**config.mk**
```make
export PLATFORM = sky130hd
export DESIGN_NAME = kalman_pos_vel_filter
export DESIGN_NICKNAME = d
export VERILOG_FILES = /design/src/rtl/kpv_pkg.sv /design/src/rtl/kalman_pos_vel_filter.sv /design/src/rtl/kpv_div.sv
export SDC_FILE = /design/constraint.sdc
export NUM_CORES = 2
export LEC_CHECK = 0
export ABC_AREA = 1
export CORE_UTILIZATION = 35
export CTS_CLUSTER_DIAMETER = 50
export CTS_CLUSTER_SIZE = 8
export DETAILED_ROUTE_END_ITERATION = 6
export DONT_BUFFER_PORTS = 1
export SYNTH_ARGS = -nofsm -noshare
export SYNTH_HDL_FRONTEND = slang
export SYNTH_SLANG_ARGS = --single-unit
```
**constraint.sdc**
```tcl
create_clock -name aclk -period 10.7 [get_ports aclk]
set_input_delay 1.605 -clock aclk [delete_from_list [all_inputs] [get_ports aclk]]
set_output_delay 1.605 -clock aclk [all_outputs]
set_load 0.05 [all_outputs]
```
**src/rtl/kpv_pkg.sv**
```systemverilog
package kpv_pkg;

    localparam int DW = 32;
    localparam int FB = 16;
    localparam int PW = 2 * DW;

    localparam logic signed [DW-1:0] SMAX = {1'b0, {(DW-1){1'b1}}};
    localparam logic signed [DW-1:0] SMIN = {1'b1, {(DW-1){1'b0}}};
    localparam logic signed [DW-1:0] ONE  = DW'(64'sd1 << FB);

    localparam logic [2:0] REG_QPP = 3'd0;
    localparam logic [2:0] REG_QPV = 3'd1;
    localparam logic [2:0] REG_QVP = 3'd2;
    localparam logic [2:0] REG_QVV = 3'd3;
    localparam logic [2:0] REG_R   = 3'd4;

    localparam logic [2:0] MA_POS = 3'd0;
    localparam logic [2:0] MA_VEL = 3'd1;
    localparam logic [2:0] MA_P00 = 3'd2;
    localparam logic [2:0] MA_P01 = 3'd3;
    localparam logic [2:0] MA_P10 = 3'd4;
    localparam logic [2:0] MA_P11 = 3'd5;

    typedef enum logic [2:0] {
        ST_IDLE,
        ST_RD,
        ST_OP,
        ST_MUL,
        ST_DIV,
        ST_OUT
    } state_t;

    function automatic logic signed [DW-1:0] sat_add(
        input logic signed [DW-1:0] a, input logic signed [DW-1:0] b, input logic neg_b);
        logic signed [DW+1:0] s;
        begin
            s = neg_b ? ($signed({{2{a[DW-1]}}, a}) - $signed({{2{b[DW-1]}}, b}))
                      : ($signed({{2{a[DW-1]}}, a}) + $signed({{2{b[DW-1]}}, b}));
            if (s > $signed({{2{1'b0}}, SMAX})) sat_add = SMAX;
            else if (s < $signed({{2{1'b1}}, SMIN})) sat_add = SMIN;
            else sat_add = s[DW-1:0];
        end
    endfunction

    function automatic logic signed [DW-1:0] from_mag(
        input logic neg, input logic [PW-1:0] m);
        logic [PW-1:0] lim;
        logic [PW-1:0] v;
        begin
            lim = {{(PW-DW){1'b0}}, 1'b0, {(DW-1){1'b1}}} + {{(PW-1){1'b0}}, neg};
            v = (m > lim) ? lim : m;
            from_mag = neg ? DW'(-v) : DW'(v);
        end
    endfunction

    function automatic logic [DW-1:0] mag(input logic signed [DW-1:0] a);
        mag = a[DW-1] ? DW'(-a) : DW'(a);
    endfunction

endpackage

```
**src/rtl/kalman_pos_vel_filter.sv**
```systemverilog
// Two-state altitude Kalman filter (position, velocity, 2x2 covariance) in
// signed Q16.16. A beat with req_type 0 predicts over dt with the given
// acceleration, req_type 1 corrects with an altitude measurement; each input
// beat yields one output beat with position, velocity and P00. The state is
// kept in a six-word memory and is worked by a microcode sequence on one
// shared 32x32 multiplier, one saturating adder and a radix-2 divider.
// After reset the memory is loaded with its initial values before the first
// beat is taken. A predict beat runs the memory reads, seven multiplies and
// twelve adds and the write-back; an update beat runs the memory reads, two
// divisions of 48 steps each, six multiplies, eight adds and the write-back.
// The write-back ends only once the output register is free. One item is in
// work at a time; the next beat is taken once the result has been moved to
// the output register.
module kalman_pos_vel_filter
    import kpv_pkg::*;
(
    input  logic          aclk,
    input  logic          aresetn,
    input  logic          cfg_valid,
    output logic          cfg_ready,
    input  logic [2:0]    cfg_index,
    input  logic [31:0]   cfg_data,
    input  logic          s_tvalid,
    output logic          s_tready,
    input  logic          s_tuser,     // req_type
    input  logic [87:0]   s_tdata,     // dt[15:0], accel[47:16], measurement[79:48]
    output logic          m_tvalid,
    input  logic          m_tready,
    output logic [95:0]   m_tdata      // pos_est[31:0], vel_est[63:32], pos_variance[95:64]
);

    // Microcode: each op reads A and B operands from temporaries, applies
    // fn, writes a temporary. Temporaries 0..5 mirror the memory words.
    typedef enum logic [2:0] {
        F_MUL, F_ADD, F_SUB, F_HALF, F_DIV
    } fn_t;

    typedef struct packed {
        fn_t        fn;
        logic [3:0] a;
        logic [3:0] b;
        logic [3:0] d;
    } uop_t;

    // temp indexes
    localparam logic [3:0] T_POS = 4'd0, T_VEL = 4'd1, T_P00 = 4'd2, T_P01 = 4'd3;
    localparam logic [3:0] T_P10 = 4'd4, T_P11 = 4'd5, T_DT = 4'd6, T_IN = 4'd7;
    localparam logic [3:0] T_X = 4'd8, T_Y = 4'd9, T_Z = 4'd10, T_W = 4'd11;
    localparam logic [3:0] T_QPP = 4'd12, T_QPV = 4'd13, T_QVP = 4'd14, T_QVV = 4'd15;
    // T_QPP reused for R on update

    localparam int NPRED = 19;
    localparam int NUPD = 16;

    function automatic uop_t uop(input logic upd, input logic [4:0] k);
        uop_t u;
        begin
            u = '{F_ADD, 4'd0, 4'd0, 4'd0};
            if (!upd) begin
                unique case (k)
                    5'd0:  u = '{F_MUL, T_IN,  T_DT,  T_X};   // adt
                    5'd1:  u = '{F_MUL, T_X,   T_DT,  T_Y};
                    5'd2:  u = '{F_HALF, T_Y,  T_Y,   T_Y};   // half
                    5'd3:  u = '{F_MUL, T_VEL, T_DT,  T_Z};
                    5'd4:  u = '{F_ADD, T_POS, T_Z,   T_POS};
                    5'd5:  u = '{F_ADD, T_POS, T_Y,   T_POS};
                    5'd6:  u = '{F_ADD, T_VEL, T_X,   T_VEL};
                    5'd7:  u = '{F_MUL, T_DT,  T_P10, T_Z};
                    5'd8:  u = '{F_ADD, T_P00, T_Z,   T_Z};   // a00
                    5'd9:  u = '{F_MUL, T_DT,  T_P11, T_W};
                    5'd10: u = '{F_ADD, T_P01, T_W,   T_W};   // a01
                    5'd11: u = '{F_MUL, T_W,   T_DT,  T_X};
                    5'd12: u = '{F_ADD, T_Z,   T_X,   T_P00};
                    5'd13: u = '{F_ADD, T_P00, T_QPP, T_P00};
                    5'd14: u = '{F_ADD, T_W,   T_QPV, T_P01};
                    5'd15: u = '{F_MUL, T_P11, T_DT,  T_X};
                    5'd16: u = '{F_ADD, T_P10, T_X,   T_P10};
                    5'd17: u = '{F_ADD, T_P10, T_QVP, T_P10};
                    default: u = '{F_ADD, T_P11, T_QVV, T_P11};
                endcase
            end else begin
                unique case (k)
                    5'd0:  u = '{F_ADD, T_P00, T_QPP, T_DT};  // s
                    5'd1:  u = '{F_DIV, T_P00, T_DT,  T_X};   // k0
                    5'd2:  u = '{F_DIV, T_P10, T_DT,  T_Y};   // k1
                    5'd3:  u = '{F_SUB, T_IN,  T_POS, T_Z};   // y
                    5'd4:  u = '{F_MUL, T_X,   T_Z,   T_W};
                    5'd5:  u = '{F_ADD, T_POS, T_W,   T_POS};
                    5'd6:  u = '{F_MUL, T_Y,   T_Z,   T_W};
                    5'd7:  u = '{F_ADD, T_VEL, T_W,   T_VEL};
                    5'd8:  u = '{F_MUL, T_Y,   T_P01, T_W};
                    5'd9:  u = '{F_SUB, T_P11, T_W,   T_P11};
                    5'd10: u = '{F_MUL, T_Y,   T_P00, T_W};
                    5'd11: u = '{F_SUB, T_P10, T_W,   T_P10};
                    5'd12: u = '{F_MUL, T_X,   T_P01, T_W};
                    5'd13: u = '{F_SUB, T_P01, T_W,   T_P01};
                    5'd14: u = '{F_MUL, T_X,   T_P00, T_W};
                    default: u = '{F_SUB, T_P00, T_W,  T_P00};
                endcase
            end
            uop = u;
        end
    endfunction

    logic [30:0]          qpp_reg, qvv_reg, r_reg;
    logic signed [DW-1:0] qpv_reg, qvp_reg;

    logic signed [DW-1:0] mem [0:5];
    logic                 init_reg;
    logic [2:0]           mad_reg, mad_next;
    logic signed [DW-1:0] mrd_reg;

    logic signed [DW-1:0] t_reg [0:15];
    logic signed [DW-1:0] t_wval;
    logic [3:0]           t_wadr;
    logic                 t_we;

    state_t     st_reg, st_next;
    logic       upd_reg;
    logic [4:0] k_reg, k_next;
    logic [4:0] kmax;
    uop_t       u;

    logic [PW-1:0]        prod_reg;
    logic                 pneg_reg;
    logic signed [DW-1:0] mulres;

    logic                 div_start, div_done;
    logic signed [DW-1:0] div_q;

    logic [95:0] out_reg;
    logic        ov_reg;

    assign cfg_ready = 1'b1;
    assign s_tready = (st_reg == ST_IDLE) && !init_reg;
    assign m_tvalid = ov_reg;
    assign m_tdata = out_reg;
    assign kmax = upd_reg ? 5'(NUPD - 1) : 5'(NPRED - 1);
    assign u = uop(upd_reg, k_reg);

    always_ff @(posedge aclk) begin
        if (!aresetn) begin
            qpp_reg <= '0;
            qpv_reg <= '0;
            qvp_reg <= '0;
            qvv_reg <= '0;
            r_reg <= 31'd3277;
        end else if (cfg_valid) begin
            unique case (cfg_index)
                REG_QPP: qpp_reg <= cfg_data[30:0];
                REG_QPV: qpv_reg <= cfg_data;
                REG_QVP: qvp_reg <= cfg_data;
                REG_QVV: qvv_reg <= cfg_data[30:0];
                REG_R:   r_reg <= cfg_data[30:0];
                default: ;
            endcase
        end
    end

    // read from memory (ST_RD) walks six words, write back in ST_OUT walks six
    always_comb begin
        st_next = st_reg;
        k_next = k_reg;
        mad_next = mad_reg;
        unique case (st_reg)
            ST_IDLE: begin
                if (s_tvalid && s_tready) begin
                    st_next = ST_RD;
                    mad_next = MA_POS;
                    k_next = '0;
                end
            end
            ST_RD: begin
                if (mad_reg != MA_P11) mad_next = mad_reg + 3'd1;
                k_next = k_reg + 5'd1;
                if (k_reg == 5'd6) begin
                    st_next = ST_OP;
                    k_next = '0;
                end
            end
            ST_OP: begin
                unique case (u.fn)
                    F_MUL: st_next = ST_MUL;
                    F_DIV: st_next = ST_DIV;
                    default: begin
                        if (k_reg == kmax) begin
                            st_next = ST_OUT;
                            k_next = '0;
                        end else k_next = k_reg + 5'd1;
                    end
                endcase
            end
            ST_MUL, ST_DIV: begin
                if (st_reg == ST_MUL || div_done) begin
                    st_next = ST_OP;
                    if (k_reg == kmax) begin
                        st_next = ST_OUT;
                        k_next = '0;
                    end else k_next = k_reg + 5'd1;
                end
            end
            ST_OUT: begin
                k_next = k_reg + 5'd1;
                if (k_reg == 5'd5) begin
                    if (!ov_reg || m_tready) st_next = ST_IDLE;
                    else k_next = k_reg;
                end
            end
            default: st_next = ST_IDLE;
        endcase
    end

    always_comb begin
        t_we = 1'b0;
        t_wadr = u.d;
        t_wval = '0;
        div_start = 1'b0;
        if (st_reg == ST_RD && k_reg != 5'd0) begin
            t_we = 1'b1;
            t_wadr = 4'(k_reg - 5'd1);
            t_wval = mrd_reg;
        end else if (st_reg == ST_OP) begin
            unique case (u.fn)
                F_ADD:  begin t_we = 1'b1; t_wval = sat_add(t_reg[u.a], t_reg[u.b], 1'b0); end
                F_SUB:  begin t_we = 1'b1; t_wval = sat_add(t_reg[u.a], t_reg[u.b], 1'b1); end
                F_HALF: begin
                    t_we = 1'b1;
                    t_wval = (t_reg[u.a] + $signed({{(DW-1){1'b0}}, t_reg[u.a][DW-1]})) >>> 1;
                end
                F_DIV:  div_start = 1'b1;
                default: ;
            endcase
        end else if (st_reg == ST_MUL) begin
            t_we = 1'b1;
            t_wval = mulres;
        end else if (st_reg == ST_DIV && div_done) begin
            t_we = 1'b1;
            t_wval = div_q;
        end
    end

    assign mulres = from_mag(pneg_reg, prod_reg >> FB);

    kpv_div u_div (
        .aclk    (aclk),
        .aresetn (aresetn),
        .start   (div_start),
        .num     (t_reg[u.a]),
        .den     (t_reg[u.b]),
        .done    (div_done),
        .quot    (div_q)
    );

    always_ff @(posedge aclk) begin
        if (!aresetn) begin
            st_reg <= ST_IDLE;
            k_reg <= '0;
            ov_reg <= 1'b0;
            init_reg <= 1'b1;
            mad_reg <= MA_POS;
        end else begin
            st_reg <= st_next;
            k_reg <= k_next;
            if (init_reg) begin
                mad_reg <= (mad_reg == MA_P11) ? MA_POS : mad_reg + 3'd1;
                if (mad_reg == MA_P11) init_reg <= 1'b0;
            end else begin
                mad_reg <= mad_next;
            end
            if (st_reg == ST_OUT && k_reg == 5'd5 && (!ov_reg || m_tready)) begin
                ov_reg <= 1'b1;
            end else if (ov_reg && m_tready) begin
                ov_reg <= 1'b0;
            end
        end
        // init sweep writes reset values; ST_OUT writes back temporaries
        if (!aresetn) begin
        end else if (init_reg) begin
            mem[mad_reg] <= (mad_reg == MA_P00 || mad_reg == MA_P11) ? ONE : '0;
        end else if (st_reg == ST_OUT) begin
            mem[k_reg[2:0]] <= t_reg[k_reg[3:0]];
        end
        mrd_reg <= mem[mad_reg];
        if (st_reg == ST_IDLE && s_tvalid && s_tready) begin
            t_reg[T_DT] <= $signed({{(DW-FB){1'b0}}, s_tdata[15:0]}) <<< (FB - 16);
            t_reg[T_IN] <= s_tuser ? $signed(s_tdata[79:48]) : $signed(s_tdata[47:16]);
            t_reg[T_QPP] <= s_tuser ? $signed({1'b0, r_reg}) : $signed({1'b0, qpp_reg});
            t_reg[T_QPV] <= qpv_reg;
            t_reg[T_QVP] <= qvp_reg;
            t_reg[T_QVV] <= $signed({1'b0, qvv_reg});
            upd_reg <= s_tuser;
        end else if (t_we) begin
            t_reg[t_wadr] <= t_wval;
        end
        if (st_reg == ST_OP) begin
            prod_reg <= PW'(mag(t_reg[u.a])) * PW'(mag(t_reg[u.b]));
            pneg_reg <= t_reg[u.a][DW-1] ^ t_reg[u.b][DW-1];
        end
        if (st_reg == ST_OUT && k_reg == 5'd5 && (!ov_reg || m_tready)) begin
            out_reg <= {t_reg[T_P00], t_reg[T_VEL], t_reg[T_POS]};
        end
    end

endmodule

```
**src/rtl/kpv_div.sv**
```systemverilog
module kpv_div
    import kpv_pkg::*;
(
    input  logic                 aclk,
    input  logic                 aresetn,
    input  logic                 start,
    input  logic signed [DW-1:0] num,
    input  logic signed [DW-1:0] den,
    output logic                 done,
    output logic signed [DW-1:0] quot
);

    localparam int NW = DW + FB;
    localparam int CW = $clog2(NW + 1);

    logic [NW-1:0] n_reg, n_next;
    logic [NW-1:0] q_reg, q_next;
    logic [DW:0]   r_reg, r_next;
    logic [DW-1:0] d_reg, d_next;
    logic          neg_reg, neg_next;
    logic          zero_reg, zero_next;
    logic [CW-1:0] cnt_reg, cnt_next;
    logic          busy_reg, busy_next;
    logic          done_reg, done_next;
    logic [DW:0]   trial;

    always_comb begin
        n_next = n_reg;
        q_next = q_reg;
        r_next = r_reg;
        d_next = d_reg;
        neg_next = neg_reg;
        zero_next = zero_reg;
        cnt_next = cnt_reg;
        busy_next = busy_reg;
        done_next = 1'b0;
        trial = {r_reg[DW-1:0], n_reg[NW-1]};
        if (start) begin
            n_next = {mag(num), {FB{1'b0}}};
            d_next = mag(den);
            neg_next = num[DW-1] ^ den[DW-1];
            zero_next = (den == '0);
            r_next = '0;
            q_next = '0;
            cnt_next = CW'(NW);
            busy_next = 1'b1;
        end else if (busy_reg) begin
            n_next = {n_reg[NW-2:0], 1'b0};
            if (trial >= {1'b0, d_reg}) begin
                r_next = trial - {1'b0, d_reg};
                q_next = {q_reg[NW-2:0], 1'b1};
            end else begin
                r_next = trial;
                q_next = {q_reg[NW-2:0], 1'b0};
            end
            cnt_next = cnt_reg - 1'b1;
            if (cnt_reg == CW'(1)) begin
                busy_next = 1'b0;
                done_next = 1'b1;
            end
        end
    end

    always_ff @(posedge aclk) begin
        if (!aresetn) begin
            busy_reg <= 1'b0;
            done_reg <= 1'b0;
            cnt_reg <= '0;
        end else begin
            busy_reg <= busy_next;
            done_reg <= done_next;
            cnt_reg <= cnt_next;
        end
        n_reg <= n_next;
        q_reg <= q_next;
        r_reg <= r_next;
        d_reg <= d_next;
        neg_reg <= neg_next;
        zero_reg <= zero_next;
    end

    assign done = done_reg;
    assign quot = zero_reg ? '0 : from_mag(neg_reg, PW'(q_reg));

endmodule

```
=== Word level (Yosys, flattened, before mapping) ===
Memories as Yosys holds them, arrays and structs flattened. A register that Yosys moved wholly into a read port is not among the register bits.
Cells that the tools add are included.

* Output and inout port bits: 99
* Memory bits (read-only): 688
* Word-level logic and storage cells: 211
* Bits in registers: 390
* Memories kept: 4
* Bits of input ports: 129
* RAM bits: 704

{| class="wikitable"
|+ Memory list
! memory !! depth !! bits a word !! rd ports !! clocked after memory_dff !! write ports !! line !! RTL
|-
| t_reg || 16 || 32 || 6 || 4 || 6 || kalman_pos_vel_filter.sv:113 || <nowiki>logic signed [DW-1:0] t_reg [0:15];</nowiki>
|-
| (no name shown) || 32 || 14 || 1 || 1 || 0 || kalman_pos_vel_filter.sv:60 || <nowiki>unique case (k)</nowiki>
|-
| (no name shown) || 16 || 15 || 1 || 1 || 0 || kalman_pos_vel_filter.sv:82 || <nowiki>unique case (k)</nowiki>
|-
| mem || 6 || 32 || 1 || 1 || 1 || kalman_pos_vel_filter.sv:108 || <nowiki>logic signed [DW-1:0] mem [0:5];</nowiki>
|}

* $add $sub $neg: 14
* Reductions and logical operators: 38
* Equal/unequal tests: 30
* Multipliers: 1
* Bitwise logic cells: 3
* $lt $le $gt $ge: 7
* Mux-type cells: 91

{| class="wikitable"
|+ Operators by type and width
! kind !! count
|-
| two-way mux 32 bit || 19
|-
| negator 32 bit || 4
|-
| greater-than comparator 48 x 32 -> 1 bit || 2
|-
| two-way mux 48 bit || 2
|-
| case mux 32 bit (3 select lines) || 1
|-
| adder 31 x 1 -> 32 bit, first input constant || 2
|-
| multiplier 32 x 32 -> 64 bit || 1
|-
| OR reduction 32 bit || 2
|-
| two-way mux 5 bit || 10
|-
| two-way mux 3 bit || 12
|-
| greater-than comparator 34 x 32 -> 1 bit, second input constant || 1
|-
| < comparator 34 x 32 -> 1 bit, second input constant || 1
|-
| adder 32 x 32 -> 33 bit || 1
|-
| >= comparator 33 x 32 -> 1 bit || 1
|-
| greater-than comparator 33 x 32 -> 1 bit, second input constant || 1
|-
| < comparator 33 x 32 -> 1 bit, second input constant || 1
|-
| subtractor 32 x 32 -> 33 bit || 1
|-
| adder 32 x 2 -> 32 bit || 1
|-
| logical NOT 32 bit || 1
|-
| subtractor 32 bit || 1
|-
| two-way mux 1 bit || 31
|-
| two-way mux 31 bit || 1
|-
| two-way mux 15 bit || 2
|-
| case mux 5 bit (5 select lines) || 1
|-
| other kinds (35) || 84
|}

=== Logic depth before layout (Yosys ltp) ===
* Word-level depth: 12
* Mapped depth: 55

=== Hierarchy ===
A second synthesis with hierarchy kept.

* Cell total of the unflattened synthesis: 13536
* Area, all modules: 107881.0 µm²

{| class="wikitable"
|+ By module, submodules not included
! module !! area an instance (µm²) !! times used !! cells each !! seq. area each (µm²)
|-
| kalman_pos_vel_filter || 96892.9 || 1 || 12012 || 30209.0
|-
| kpv_div || 10988.0 || 1 || 1524 || 3743.6
|}

=== Worst setup path before layout ===
No wires, ideal clock.

* Path type: reg-to-reg
* From: register upd_reg
* To: register prod_reg[52], data pin
* Data arrival time: 8.789 ns
* Slack: 1.652 ns
* Buffers on the path: 4
* Clock period less this slack: 9.048 ns
* Data required time: 10.441 ns
* Cell stages (with the launch flop): 50
* Library setup time: 0.259 ns
* Path through: edfxtp_1 -> buf_6 -> inv_4 -> nor2_8 -> nand2_8 -> nand2_8 -> buf_6 -> o21ai_0 -> nand2_1 -> nand3_1 -> nand3_1 -> nand2_2 -> clkbuf_1 -> ha_1 -> nand2_1 -> nor2_1 -> nand3_1 -> xor2_1 -> [14 not listed] -> fa_1 -> inv_1 -> fa_1 -> inv_1 -> ha_1 -> nand2_1 -> nor2_1 -> inv_1 -> nor2_1 -> inv_1 -> nor3_1 -> nand2_1 -> o21ai_1 -> nand3_1 -> nand2_1 -> nand3_1 -> nand2_1 -> xor2_1

* Cells in the longest elaborated chain, start to end: 5
* Elaborated cells on any way between the ends: 7
* Classes of those cells: 2 x add/sub; 1 x mul; 3 x mux; 1 x memory

{| class="wikitable"
|+ Ends and longest elaborated chain
! element !! line !! RTL
|-
| start: declaration || kalman_pos_vel_filter.sv:119 || <nowiki>logic upd_reg;</nowiki>
|-
| start signal: assignment || kalman_pos_vel_filter.sv:291 || <nowiki>upd_reg <= s_tuser;</nowiki>
|-
| two-way mux 15 bit (*) || kalman_pos_vel_filter.sv:59 || <nowiki>if (!upd) begin</nowiki>
|-
| memory (16 x 32 bit) (*) || - ||
|-
| negator 32 bit || kpv_pkg.sv:57 || <nowiki>mag = a[DW-1] ? DW'(-a) : DW'(a);</nowiki>
|-
| two-way mux 32 bit || kpv_pkg.sv:57 ||
|-
| multiplier 32 x 32 -> 64 bit (*) || kalman_pos_vel_filter.sv:296 || <nowiki>prod_reg <= PW'(mag(t_reg[u.a])) * PW'(mag(t_reg[u.b]));</nowiki>
|-
| end signal: assignment || kalman_pos_vel_filter.sv:296 ||
|-
| end: declaration || kalman_pos_vel_filter.sv:124 || <nowiki>logic [PW-1:0] prod_reg;</nowiki>
|}

Mark *: on every way between the ends. The rest lies on a longest branch, timed or not.
A chain may end at the register's enable or synchronous reset.

=== Worst setup path after layout ===
Ends and elaborated chain as after synthesis.

==> impl_metrics.json <==
{
  "setup_tns_ns": 0,
  "fin_crit_ns": 10.47,
  "cts.sinks": 1238,
  "setup_viol": 0,
  "wirelength_microns": 422000,
  "synth_xor_area_share_pct": 1.29,
  "rrSetupSlack_ns": 0.23,
  "max_slew.worst_pin.slew_ns": 1.41,
  "reg2reg_depth": 48,
  "drt_first_pass_iters": 6,
  "maxSlewViolCount": 0,
  "core-area_sq_um": 301000,
  "grt_pass1_vias": 90504,
  "grt.met2_usage_pct": 41.9,
  "drt-initial-drc-count": 11227,
  "grt_pass1_wl_microns": 611000,
  "grt_util_met1_pct": 35.7,
  "synth_edf_count": 916,
  "ys_types": 78,
  "ys_seq_area_share_pct": 32.1,
  "r2r-start": "upd_reg$_DFFE_PP_",
  "placedCellCount": 17328,
  "nets": 15060,
  "synth_top_family_by_area": "adder cells",
  "crit_required_ns": 11.35,
  "synth_area_sq_um": 106000,
  "root_buffer": "clkbuf_16",
  "synth_top_area_share_pct": 26.0,
  "cts_tree": "built",
  "synth_cells": 13298,
  "finalNonFillerCells": 17694,
  "fillers": 30578,
  "synth-compound-area-share_pct": 12.6,
  "cts_buffers": 199,
  "final_layout_size_suffix_gt1_share_pct": 9.91,
  "timing.slew.headroom_pct": 5.63,
  "ioPinCount": 228,
  "syn_nets": 14768,
  "worstHoldStart": "u_div.q_reg[41]$_SDFFE_PP0P_",
  "yosys-mux-area-fraction_pct": 0.151,
  "critical_path_class": "flop to flop",
  "min_path_cells": 2,
  "hold_viol_final": 0,
  "drc": 0,
  "met3_usage_pct": 5.12,
  "synth_commonest_cells": "nand2_1 (2836), inv_1 (1936), nor2_1 (1429)",
  "crit_fanout": 21,
  "startpoint": "upd_reg$_DFFE_PP_",
  "start_kind": "flop",
  "htreeDepth": 4,
  "clk_latency_ns": 0.91,
  "slowest_delay_ns": 0.54,
  "crit-reg2reg-capture": "prod_reg[52]$_DFFE_PP_",
  "synth-seq-cells": 1238,
  "yosys.area_share.simple_pct": 21.5,
  "multiInputGateArea_sq_um": 61700,
  "async_flop_share_pct": 0,
  "synth_area_per_cell_sq_um": 7.96,
  "hold-path-endpoint": "u_div.q_reg[42]$_SDFFE_PP0P_",
  "largest_reg_flops": 512,
  "core.rowCount": 201,
  "cp.arrival_ns": 11.12,
  "die_y_microns": 552,
  "yosysWarnings": 0,
  "yosys.area.top_type": "edfxtp_1",
  "yosysMostFrequentCell": "nand2_1",
  "overflow": 0,
  "wire_per_inst_microns": 23.8,
  "initial_utilization_pct": 35.2,
  "maxCapViolCount": 0,
  "fmax_ghz": 0.0955,
  "synthTopCellsByArea": "edfxtp_1 (26%), fa_1 (17%), nand2_1 (10%)",
  "seq_area_sq_um": 34000,
  "dp_hpwl_microns": 322000,
  "slowest_stage": "fa_1",
  "cts_hold_buf": 0,
  "die_w_microns": 552,
  "gp_congestion": 1.00,
  "hold_class": "flop to flop",
  "synth-main-ff-cell": "edfxtp_1",
  "grt_antenna_before_repair": 11,
  "clockBufferDepth": 4,
  "vias_per_cell": 5.44,
  "path_common_cell": "fa_1",
  "area_growth_pct": 14.8,
  "timing.final.crit_share_pct": 97.9,
  "die-area_sq_um": 305000,
  "status": "finished, final reports clean",
  "grt_use_total_pct": 26.8,
  "synth_adder_area_share_pct": 22.2,
  "worst_hold_slack_ns": 0.441,
  "endpoint_kind": "flop",
  "cts.clk_slew.worst_paths_ns": 0.05,
  "grt_busiest_layer": "met2",
  "grt_max_degree": 164,
  "final_antenna_net_count": 0,
  "dr_total_vias": 96227,
  "fin_skew_ns": 0.144,
  "io_buffers": 0
}
==> per-layer routing <==
layer	vias to the layer above	routed length [microns]
met5	-	72
met4	8	23200
met3	902	40900
met2	4942	186000
met1	46581	171000
li1	43794	-
==> area by class of cell <==
type / instances / area share, %
multi-input cells: 9339 / 50.8
flip-flops and latches: 1238 / 27.9
inverters: 2001 / 6.20
repair buffers: 811 / 6.10
clock buffers: 310 / 4.56
well taps: 3958 / 4.07
clock inverters: 31 / 0.348
diodes: 6 / 0.0123
==> cell families after synthesis <==
family | Yosys count
AO/OA/AOI/OAI | 2311
XOR/XNOR | 150
adder cells (fa/ha/maj) | 1341
buffers and inverters | 2723
flip-flops | 1238
multiplexers | 16
other | 1
AND/OR/NAND/NOR | 5518
==> cell usage in the layout, fill, tap and decap left out, drive strengths merged, types with 58 or more instances in the layout <==
cell type / count
o21ai: 985
o211ai: 305
edfxtp: 916
ha: 443
nor2: 1451
nand2: 2871
fa: 898
dfxtp: 322
clkbuf: 317
o22ai: 110
buf: 804
a21oi: 637
nand4: 73
or2: 58
nand3: 970
xor2: 123
inv: 1987
==> critical path, delay by kind of cell (launching register included) <==
family	cells	cell delay [ns]
buf+inv	15	1.92
simple gates	16	2.44
compound gates	6	0.82
fa+ha+maj	9	4.37
xor+xnor	2	0.30
flops	1	0.39
==> worst max path at each step <==
stage                             end  slack [ns]  cells past startpoint
3_5_place_dp   prod_reg[52]$_DFFE_PP_        0.13                     49
5_1_grt        prod_reg[46]$_DFFE_PP_      -0.003                     51
3_3_place_gp   prod_reg[52]$_DFFE_PP_        0.08                     49
4_1_cts        prod_reg[41]$_DFFE_PP_        0.09                     44
2_1_floorplan  prod_reg[52]$_DFFE_PP_        1.65                     49
6_report       prod_reg[52]$_DFFE_PP_        0.23                     48
==> through the flow <==
step / area, sq um / utilization [%] / setup slack, ns
floorplan: 106000 / - / 1.65
global placement: 115000 / 38.3 / 0.0830
detailed placement: 115000 / 38.3 / 0.129
CTS: 121000 / 40.3 / 0.0926
global route: 122000 / 40.4 / -0.00332
finish: 122000 / 40.5 / 0.227
==> timing repair <==
action                                  in CTS  in global routing
endpoints found under the setup margin       0                 40
setup buffers                                0                 10
gates resized for setup                      0                 83
Power is left out: the tool's default activity adds up to more than one toggle a clock period on the data nets, which glitch-free logic cannot reach.
